<file path="src/design/rbd_pkg.sv">
// types and constants shared by the run-length byte decoder
package rbd_pkg;

  // one compressed byte as held in the input register
  typedef struct packed {
    logic [7:0] in_byte;
    logic       frame_start;
  } in_item_t;

  // one decoded result
  typedef struct packed {
    logic [7:0] out_value;
    logic [7:0] repeat_count;
    logic       frame_end;
    logic       status;
  } out_item_t;

  // decoder phase, one-hot
  typedef enum logic [2:0] {
    PH_HEADER  = 3'b001,
    PH_REPEAT  = 3'b010,
    PH_LITERAL = 3'b100
  } phase_t;

  // handshake between the decode stage and its neighbors
  typedef struct packed {
    logic take;  // input register is consumed this cycle
    logic emit;  // a result is loaded into the output register
  } dec_ctl_t;

  localparam logic STATUS_OK      = 1'b0;
  localparam logic STATUS_OVERRUN = 1'b1;

  localparam logic [7:0] HDR_NOP       = 8'h00;
  localparam logic [7:0] HDR_LIT_FIRST = 8'h80;

endpackage

</file>
<file path="src/design/rbd_if.sv">
// channel interfaces: compressed input, decoded output, configuration write
interface rbd_in_if;
  logic       valid;
  logic       ready;
  logic [7:0] in_byte;
  logic       frame_start;

  modport source (output valid, output in_byte, output frame_start, input ready);
  modport sink (input valid, input in_byte, input frame_start, output ready);
endinterface

interface rbd_out_if;
  logic       valid;
  logic       ready;
  logic [7:0] out_value;
  logic [7:0] repeat_count;
  logic       frame_end;
  logic       status;

  modport source (
    output valid, output out_value, output repeat_count, output frame_end,
    output status, input ready
  );
  modport sink (
    input valid, input out_value, input repeat_count, input frame_end,
    input status, output ready
  );
endinterface

interface rbd_cfg_if;
  logic        valid;
  logic        ready;
  logic [15:0] frame_length;

  modport source (output valid, output frame_length, input ready);
  modport sink (input valid, input frame_length, output ready);
endinterface

</file>
<file path="src/design/rbd_in_stage.sv">
// input register: holds one compressed byte until the decode stage takes it
module rbd_in_stage (
  input  logic             clk,
  input  logic             rst,
  input  logic             in_valid,
  output logic             in_ready,
  input  rbd_pkg::in_item_t in_item,
  input  logic             take,
  output logic             held_valid,
  output rbd_pkg::in_item_t held_item
);
  import rbd_pkg::*;

  assign in_ready = !held_valid || take;

  always_ff @(posedge clk) begin
    if (rst) begin
      held_valid <= 1'b0;
    end else if (in_valid && in_ready) begin
      held_valid <= 1'b1;
    end else if (take) begin
      held_valid <= 1'b0;
    end
  end

  always_ff @(posedge clk) begin
    if (in_valid && in_ready) begin
      held_item <= in_item;
    end
  end

endmodule

</file>
<file path="src/design/rbd_decode.sv">
// decode stage: run state, frame byte budget and result formation
module rbd_decode (
  input  logic              clk,
  input  logic              rst,
  input  logic              held_valid,
  input  rbd_pkg::in_item_t held_item,
  input  logic [15:0]       frame_length,
  input  logic              slot_free,
  output rbd_pkg::dec_ctl_t ctl,
  output rbd_pkg::out_item_t result
);
  import rbd_pkg::*;

  phase_t      phase, phase_next;
  logic [7:0]  run_left, run_left_next;
  logic [15:0] bytes_left, bytes_left_next;
  logic        frame_done, frame_done_next;

  phase_t      eff_phase;
  logic [7:0]  eff_run;
  logic [15:0] eff_left;
  logic        eff_done;
  logic [7:0]  count;
  logic [15:0] left_after;
  logic        has_result;

  always_comb begin
    // a frame start reloads the budget before the byte is decoded
    eff_phase = held_item.frame_start ? PH_HEADER : phase;
    eff_run   = held_item.frame_start ? 8'd0 : run_left;
    eff_left  = held_item.frame_start ? frame_length : bytes_left;
    eff_done  = held_item.frame_start ? (frame_length == 16'd0) : frame_done;

    phase_next      = eff_phase;
    run_left_next   = eff_run;
    bytes_left_next = eff_left;
    frame_done_next = eff_done;

    count      = 8'd0;
    left_after = eff_left;
    has_result = 1'b1;

    result.out_value    = held_item.in_byte;
    result.repeat_count = 8'd0;
    result.frame_end    = 1'b0;
    result.status       = STATUS_OVERRUN;

    if (!eff_done) begin
      case (eff_phase)
        PH_REPEAT: begin
          count = ({8'd0, eff_run} > eff_left) ? eff_left[7:0] : eff_run;
          left_after    = eff_left - {8'd0, count};
          phase_next    = PH_HEADER;
          run_left_next = 8'd0;
        end
        PH_LITERAL: begin
          count         = 8'd1;
          left_after    = eff_left - 16'd1;
          run_left_next = eff_run - 8'd1;
          phase_next    = (eff_run == 8'd1) ? PH_HEADER : PH_LITERAL;
        end
        default: begin
          // header byte, no result
          has_result = 1'b0;
          if (held_item.in_byte == HDR_NOP) begin
            phase_next    = PH_HEADER;
            run_left_next = 8'd0;
          end else if (held_item.in_byte < HDR_LIT_FIRST) begin
            phase_next    = PH_REPEAT;
            run_left_next = held_item.in_byte;
          end else begin
            phase_next    = PH_LITERAL;
            run_left_next = 8'd0 - held_item.in_byte;
          end
        end
      endcase

      if (has_result) begin
        bytes_left_next = left_after;
        if (left_after == 16'd0) begin
          frame_done_next = 1'b1;
          phase_next      = PH_HEADER;
          run_left_next   = 8'd0;
        end
        result.repeat_count = count;
        result.frame_end    = (left_after == 16'd0);
        result.status       = STATUS_OK;
      end
    end

    ctl.take = held_valid && (!has_result || slot_free);
    ctl.emit = ctl.take && has_result;
  end

  always_ff @(posedge clk) begin
    if (rst) begin
      phase      <= PH_HEADER;
      run_left   <= 8'd0;
      bytes_left <= 16'd0;
      frame_done <= 1'b1;
    end else if (ctl.take) begin
      phase      <= phase_next;
      run_left   <= run_left_next;
      bytes_left <= bytes_left_next;
      frame_done <= frame_done_next;
    end
  end

  // a result never leaves without its byte being consumed
  assert property (@(posedge clk) disable iff (rst) ctl.emit |-> ctl.take)
    else $error("result emitted without taking the held byte");

  // an open frame always owes bytes
  assert property (@(posedge clk) disable iff (rst) !frame_done |-> bytes_left != 16'd0)
    else $error("open frame with zero bytes left");

  // waiting for a header means no run is pending
  assert property (@(posedge clk) disable iff (rst) phase == PH_HEADER |-> run_left == 8'd0)
    else $error("run count left over in header phase");

  // a frame-end result closes the frame
  assert property (@(posedge clk) disable iff (rst)
    ctl.emit && result.frame_end |=> frame_done)
    else $error("frame end reported but frame still open");

endmodule

</file>
<file path="src/design/rbd_out_stage.sv">
// output register: holds one result until the downstream side takes it
module rbd_out_stage (
  input  logic               clk,
  input  logic               rst,
  input  logic               load,
  input  rbd_pkg::out_item_t load_item,
  output logic               slot_free,
  output logic               out_valid,
  input  logic               out_ready,
  output rbd_pkg::out_item_t out_item
);
  import rbd_pkg::*;

  assign slot_free = !out_valid || out_ready;

  always_ff @(posedge clk) begin
    if (rst) begin
      out_valid <= 1'b0;
    end else if (load) begin
      out_valid <= 1'b1;
    end else if (out_ready) begin
      out_valid <= 1'b0;
    end
  end

  always_ff @(posedge clk) begin
    if (load) begin
      out_item <= load_item;
    end
  end

endmodule

</file>
<file path="src/design/rle_byte_decoder.sv">
// a data byte passes the input register, and its result is then loaded into the output register
// throughput: one compressed byte per cycle unless an output stall holds it, set by the
//   single decode stage between the input register and the output register
// header bytes in an open frame give no result; an output stall holds the pipeline only when
//   the held byte would give a result
// reset (synchronous, rst high): no frame open, frame_length 0, registers empty
module rle_byte_decoder (
  input logic      clk,
  input logic      rst,
  rbd_in_if.sink   comp,
  rbd_out_if.source decomp,
  rbd_cfg_if.sink  cfg
);
  import rbd_pkg::*;

  // configuration: frame length, always writable
  logic [15:0] frame_length;

  // input register contents
  in_item_t  comp_item;
  in_item_t  held_item;
  logic      held_valid;

  // decode stage handshake and result
  dec_ctl_t  ctl;
  out_item_t result;
  out_item_t out_item;
  logic      slot_free;

  assign cfg.ready = 1'b1;

  always_ff @(posedge clk) begin
    if (rst) begin
      frame_length <= 16'd0;
    end else if (cfg.valid && cfg.ready) begin
      frame_length <= cfg.frame_length;
    end
  end

  // pack the incoming transfer
  assign comp_item.in_byte     = comp.in_byte;
  assign comp_item.frame_start = comp.frame_start;

  rbd_in_stage u_in_stage (
    .clk        (clk),
    .rst        (rst),
    .in_valid   (comp.valid),
    .in_ready   (comp.ready),
    .in_item    (comp_item),
    .take       (ctl.take),
    .held_valid (held_valid),
    .held_item  (held_item)
  );

  // run decoding and frame accounting
  rbd_decode u_decode (
    .clk          (clk),
    .rst          (rst),
    .held_valid   (held_valid),
    .held_item    (held_item),
    .frame_length (frame_length),
    .slot_free    (slot_free),
    .ctl          (ctl),
    .result       (result)
  );

  // result register, refilled in the same cycle it drains
  rbd_out_stage u_out_stage (
    .clk       (clk),
    .rst       (rst),
    .load      (ctl.emit),
    .load_item (result),
    .slot_free (slot_free),
    .out_valid (decomp.valid),
    .out_ready (decomp.ready),
    .out_item  (out_item)
  );

  assign decomp.out_value    = out_item.out_value;
  assign decomp.repeat_count = out_item.repeat_count;
  assign decomp.frame_end    = out_item.frame_end;
  assign decomp.status       = out_item.status;

endmodule

</file>
<file path="src/flat_wrapper.sv">
// flat-port wrapper written by rule: the top's interface ports become plain ports
module rle_byte_decoder_flat import rbd_pkg::*;
  (clk, rst, comp_valid, comp_in_byte, comp_frame_start, comp_ready, decomp_valid, decomp_out_value, decomp_repeat_count, decomp_frame_end, decomp_status, decomp_ready, cfg_valid, cfg_frame_length, cfg_ready);
  rbd_in_if comp_i ();
  rbd_out_if decomp_i ();
  rbd_cfg_if cfg_i ();
  input logic clk;
  input logic rst;
  input wire logic [$bits(comp_i.valid)-1:0] comp_valid;
  input wire logic [$bits(comp_i.in_byte)-1:0] comp_in_byte;
  input wire logic [$bits(comp_i.frame_start)-1:0] comp_frame_start;
  output wire logic [$bits(comp_i.ready)-1:0] comp_ready;
  output wire logic [$bits(decomp_i.valid)-1:0] decomp_valid;
  output wire logic [$bits(decomp_i.out_value)-1:0] decomp_out_value;
  output wire logic [$bits(decomp_i.repeat_count)-1:0] decomp_repeat_count;
  output wire logic [$bits(decomp_i.frame_end)-1:0] decomp_frame_end;
  output wire logic [$bits(decomp_i.status)-1:0] decomp_status;
  input wire logic [$bits(decomp_i.ready)-1:0] decomp_ready;
  input wire logic [$bits(cfg_i.valid)-1:0] cfg_valid;
  input wire logic [$bits(cfg_i.frame_length)-1:0] cfg_frame_length;
  output wire logic [$bits(cfg_i.ready)-1:0] cfg_ready;
  assign comp_i.valid = comp_valid;
  assign comp_i.in_byte = comp_in_byte;
  assign comp_i.frame_start = comp_frame_start;
  assign comp_ready = comp_i.ready;
  assign decomp_valid = decomp_i.valid;
  assign decomp_out_value = decomp_i.out_value;
  assign decomp_repeat_count = decomp_i.repeat_count;
  assign decomp_frame_end = decomp_i.frame_end;
  assign decomp_status = decomp_i.status;
  assign decomp_i.ready = decomp_ready;
  assign cfg_i.valid = cfg_valid;
  assign cfg_i.frame_length = cfg_frame_length;
  assign cfg_ready = cfg_i.ready;
  rle_byte_decoder u_core (.clk(clk), .rst(rst), .comp(comp_i), .decomp(decomp_i), .cfg(cfg_i));
endmodule
</file>
<file path="config.mk">
export PLATFORM = sky130hd
export DESIGN_NAME = rle_byte_decoder_flat
export DESIGN_NICKNAME = d
export VERILOG_FILES = /design/src/design/rbd_pkg.sv /design/src/design/rbd_if.sv /design/src/design/rbd_in_stage.sv /design/src/design/rbd_decode.sv /design/src/design/rbd_out_stage.sv /design/src/design/rle_byte_decoder.sv /design/src/flat_wrapper.sv
export SDC_FILE = /design/constraint.sdc
export NUM_CORES = 1
export LEC_CHECK = 0
export ABC_CLOCK_PERIOD_IN_PS = 8270
export BUFFER_PORTS_ARGS = -buffer_cell sky130_fd_sc_hd__buf_2
export CAP_MARGIN = 20
export CORE_UTILIZATION = 50
export DETAILED_ROUTE_END_ITERATION = 6
export GPL_ROUTABILITY_DRIVEN = 0
export PLACE_DENSITY = 0.8
export SLEW_MARGIN = 30
export SYNTH_ARGS = -nofsm -noshare
export SYNTH_HDL_FRONTEND = slang
export SYNTH_SLANG_ARGS = --single-unit
export TNS_END_PERCENT = 10
</file>
<file path="constraint.sdc">
create_clock -name clk -period 8.27 [get_ports clk]
set_input_delay 0 -clock clk [delete_from_list [all_inputs] [get_ports clk]]
set_output_delay 0 -clock clk [all_outputs]
set_load 0.005 [all_outputs]
</file>
==> summary.txt <==
Commonest register cell after synthesis: dfxtp_1
#FFs+latches synth: 73
Worst-skew pair later-pin latency: 0.37 ns
Drt drc: 5
Vias in the first global route: 4078
TritonCTS Buffers: 9
Tmin final: 6.40 ns
Gr usage total: 25.8%
Drt total wl: 12000 um
Multi-input gate area: 2690 um^2
Detail Route Antenna Nets: 0
CTS root buffer: clkbuf_8
Design area: 5340 um^2
Post-Synth Simple-Gate Area: 21.8%
Initial Util: 52.4%
PwrDens: 171 nW/um^2
Fin cells: 698
Die Ht: 98.0 um
CP endpoint kind: register
Tcrit/Tclk final: 77.4%
Final count of negative-setup-slack endpoints: 0
DR iter-0 viols: 314
Lkg Pwr: 2.14 nW
Mean post-synth cell area: 8.84 um^2
Setup crit start kind: register
Number of I/O pins: 51
CP Class: reg2reg
Library cells used by synthesis: 75
Syn-to-layout area delta: 15.8%
Routed via count: 4277
# Max-Cap Violations: 0
Synth Area in Compound Gates: 17.7%
Global route overflow: 0
Placed inst area: 4880 um^2
Initial antenna violation count: 0
Sequential element share of the synthesized area: 37.5%
Largest family of logic cells by synthesized area: simple AND/OR/NAND/NOR gates
Clk buf depth: 2
Post-Syn Instances: 522
Placed cells: 656
H-tree levels: 3
Outcome: complete, but fails checks
Failing checks: design-rule violations
Layout cells sized above 1: 15.8%
# rows: 34
HP Class: in2reg
Worst slew pin tran: 0.999 ns
Sink Count: 73
Final Hold Fails: 0
XOR/XNOR Fraction of Synth Area: 4.56%
CTS tree: built
Routed len/inst: 17.2 um
Mux cell area share after synthesis: 9.12%
Critical path required time: 8.49 ns
Setup WS post-layout: 1.87 ns
Fin nets: 631
ANT cells: 0
Die area: 9610 um^2
Post-Synth Adder-Cell Area: 4.72%
Std-Cell Core Area: 8810 um^2
Post-synth EDFFs: 27
Synthesized Nets: 568
Post-CTS Setup Inserts: 0
WP data arrival: 6.62 ns
Routed vias/inst: 6.13
Detailed Routing Iterations Pass 1: 7
Largest net degree at the start of global routing: 48
Global-route wire length before repair: 19700 um
Fill cells: 712
Asr flop ratio synth: 0%
HPWL Detailed: 8520 um
Post-Route Setup TNS: 0 ns
Unrepaired setup endpoints after global routing: false
Mapped cell area: 4610 um^2
Most frequent cells in the layout: 62 x nand2_1, 57 x nor2_1, 49 x buf_2
Sequential cell area: 1730 um^2
Skew final: 0.0143 ns
Die W: 98.0 um
Final core area utilization: 60.7%
Synth warnings: 0
Critical-path maximum fanout: 11
PortBufs: 49
Clock-pin slew on the worst setup and hold paths: 0.09 ns
Most common cell after layout, fill and taps aside: nand2_1
Relative slew slack: 33.0%
Peak Freq: 156 MHz
Place WS: 2.06 ns
Fin. max-slew vios: 0
VDD IR max: 0.116 mV
[where the power goes]
group          leakage (nW)  total, mW  internal (mW)  switching (mW)
clock network         0.104      0.291          0.142           0.150
registers             0.621      0.405          0.389          0.0156
logic                  1.41      0.216         0.0917           0.125
total                  2.14      0.912          0.623           0.290
[state kept, by name (all words and copies together) (netlist names)]
register                      cells
u_core.u_decode.run_left          8
u_core.u_in_stage.held_valid      1
u_core.u_decode.frame_done        1
u_core.u_decode.bytes_left       16
u_core.u_out_stage.out_valid      1
u_core.u_decode.phase             3
u_core.u_out_stage.out_item      18
u_core.frame_length              16
u_core.u_in_stage.held_item       9
[critical path: stages, from the launching register on]
cell and delay [ns]:
edfxtp_1 0.58, mux2i_1 0.38, inv_1 0.14, ha_1 0.23
maj3_1 0.38, o21ai_0 0.15, a21oi_1 0.09, or3b_2 0.49
a31oi_2 0.50, mux2i_1 0.19, nand2_1 0.10, ha_1 0.21
inv_1 0.06, fa_1 0.41, a21o_1 0.22, a221oi_4 0.39
o21bai_1 0.22, nor3b_1 0.25, a21oi_1 0.06, a2111o_1 0.49
nor4_4 0.55, o32ai_1 0.16
[synthesized netlist by cell type, types with 5 or more instances]
master     n  area share [%]
nand2_1   62             5.0
o21ai_0   18             2.0
nor3_1    20             2.2
mux2_2     8             2.0
nor2b_1   18             2.4
xor2_1    10             1.9
nand3_1    6            0.65
nor2_1    57             4.6
clkbuf_1  14             1.1
nor4_1     7            0.95
edfxtp_1  27              18
xnor2_1   14             2.7
nand2b_1   5            0.68
a21oi_1   42             4.6
mux2i_1   33             7.2
o22ai_1    5            0.68
inv_1     17             1.4
ha_1      15             4.1
o31ai_1    6            0.98
dfxtp_1   46              20
[layout make-up]
type | instances | area share [%]
multi-input cells | 407 | 50.3
repair buffers | 77 | 9.74
flip-flops and latches | 73 | 32.4
well taps | 108 | 2.53
clock inverters | 7 | 1.48
clock buffers | 9 | 2.32
inverters | 17 | 1.19
[repair_timing]
item	in CTS	in global routing
hold buffers	26	0
resized for setup	0	0
endpoints found under the setup margin	0	0
endpoints found under the hold margin	26	0
[worst paths after layout]
path	from	endpoint	slack [ns]	cells past startpoint
min reg2reg	u_core.u_decode.bytes_left[7]	u_core.u_decode.bytes_left[7]	0.45	2
max reg2reg	u_core.u_in_stage.held_item[0]	u_core.u_decode.run_left[3]	1.87	21
min	decomp_ready	u_core.u_out_stage.out_valid	0.03	4
max	u_core.u_in_stage.held_item[0]	u_core.u_decode.run_left[3]	1.87	21
[cells by family (layout without fill, tap and decap cells)]
kind of cell	count (synthesis)	count (layout)
xor+xnor	24	24
simple gates	203	203
compound gates	121	121
buf+inv	42	110
mux	41	41
flops	73	73
fa+ha+maj	17	17
other cells	1	1
[metal layers]
metal / vias to the layer above / wire length [um] / track usage [%]
li1: 2007 / - / -
met1: 2029 / 5010 / 32.5
met2: 205 / 5570 / 42.3
met3: 36 / 986 / 6.01
met4: 0 / 418 / 11.4
met5: - / 0 / 0
[per-stage QoR]
step	power (mW)	hold slack, ns
6_report	0.912	0.0288
5_1_grt	0.952	0.0484
4_1_cts	0.906	0.0246
3_5_place_dp	0.612	0.178
3_3_place_gp	0.605	0.178
2_1_floorplan	0.565	0.0989
Power figures use the tool's default switching activity.
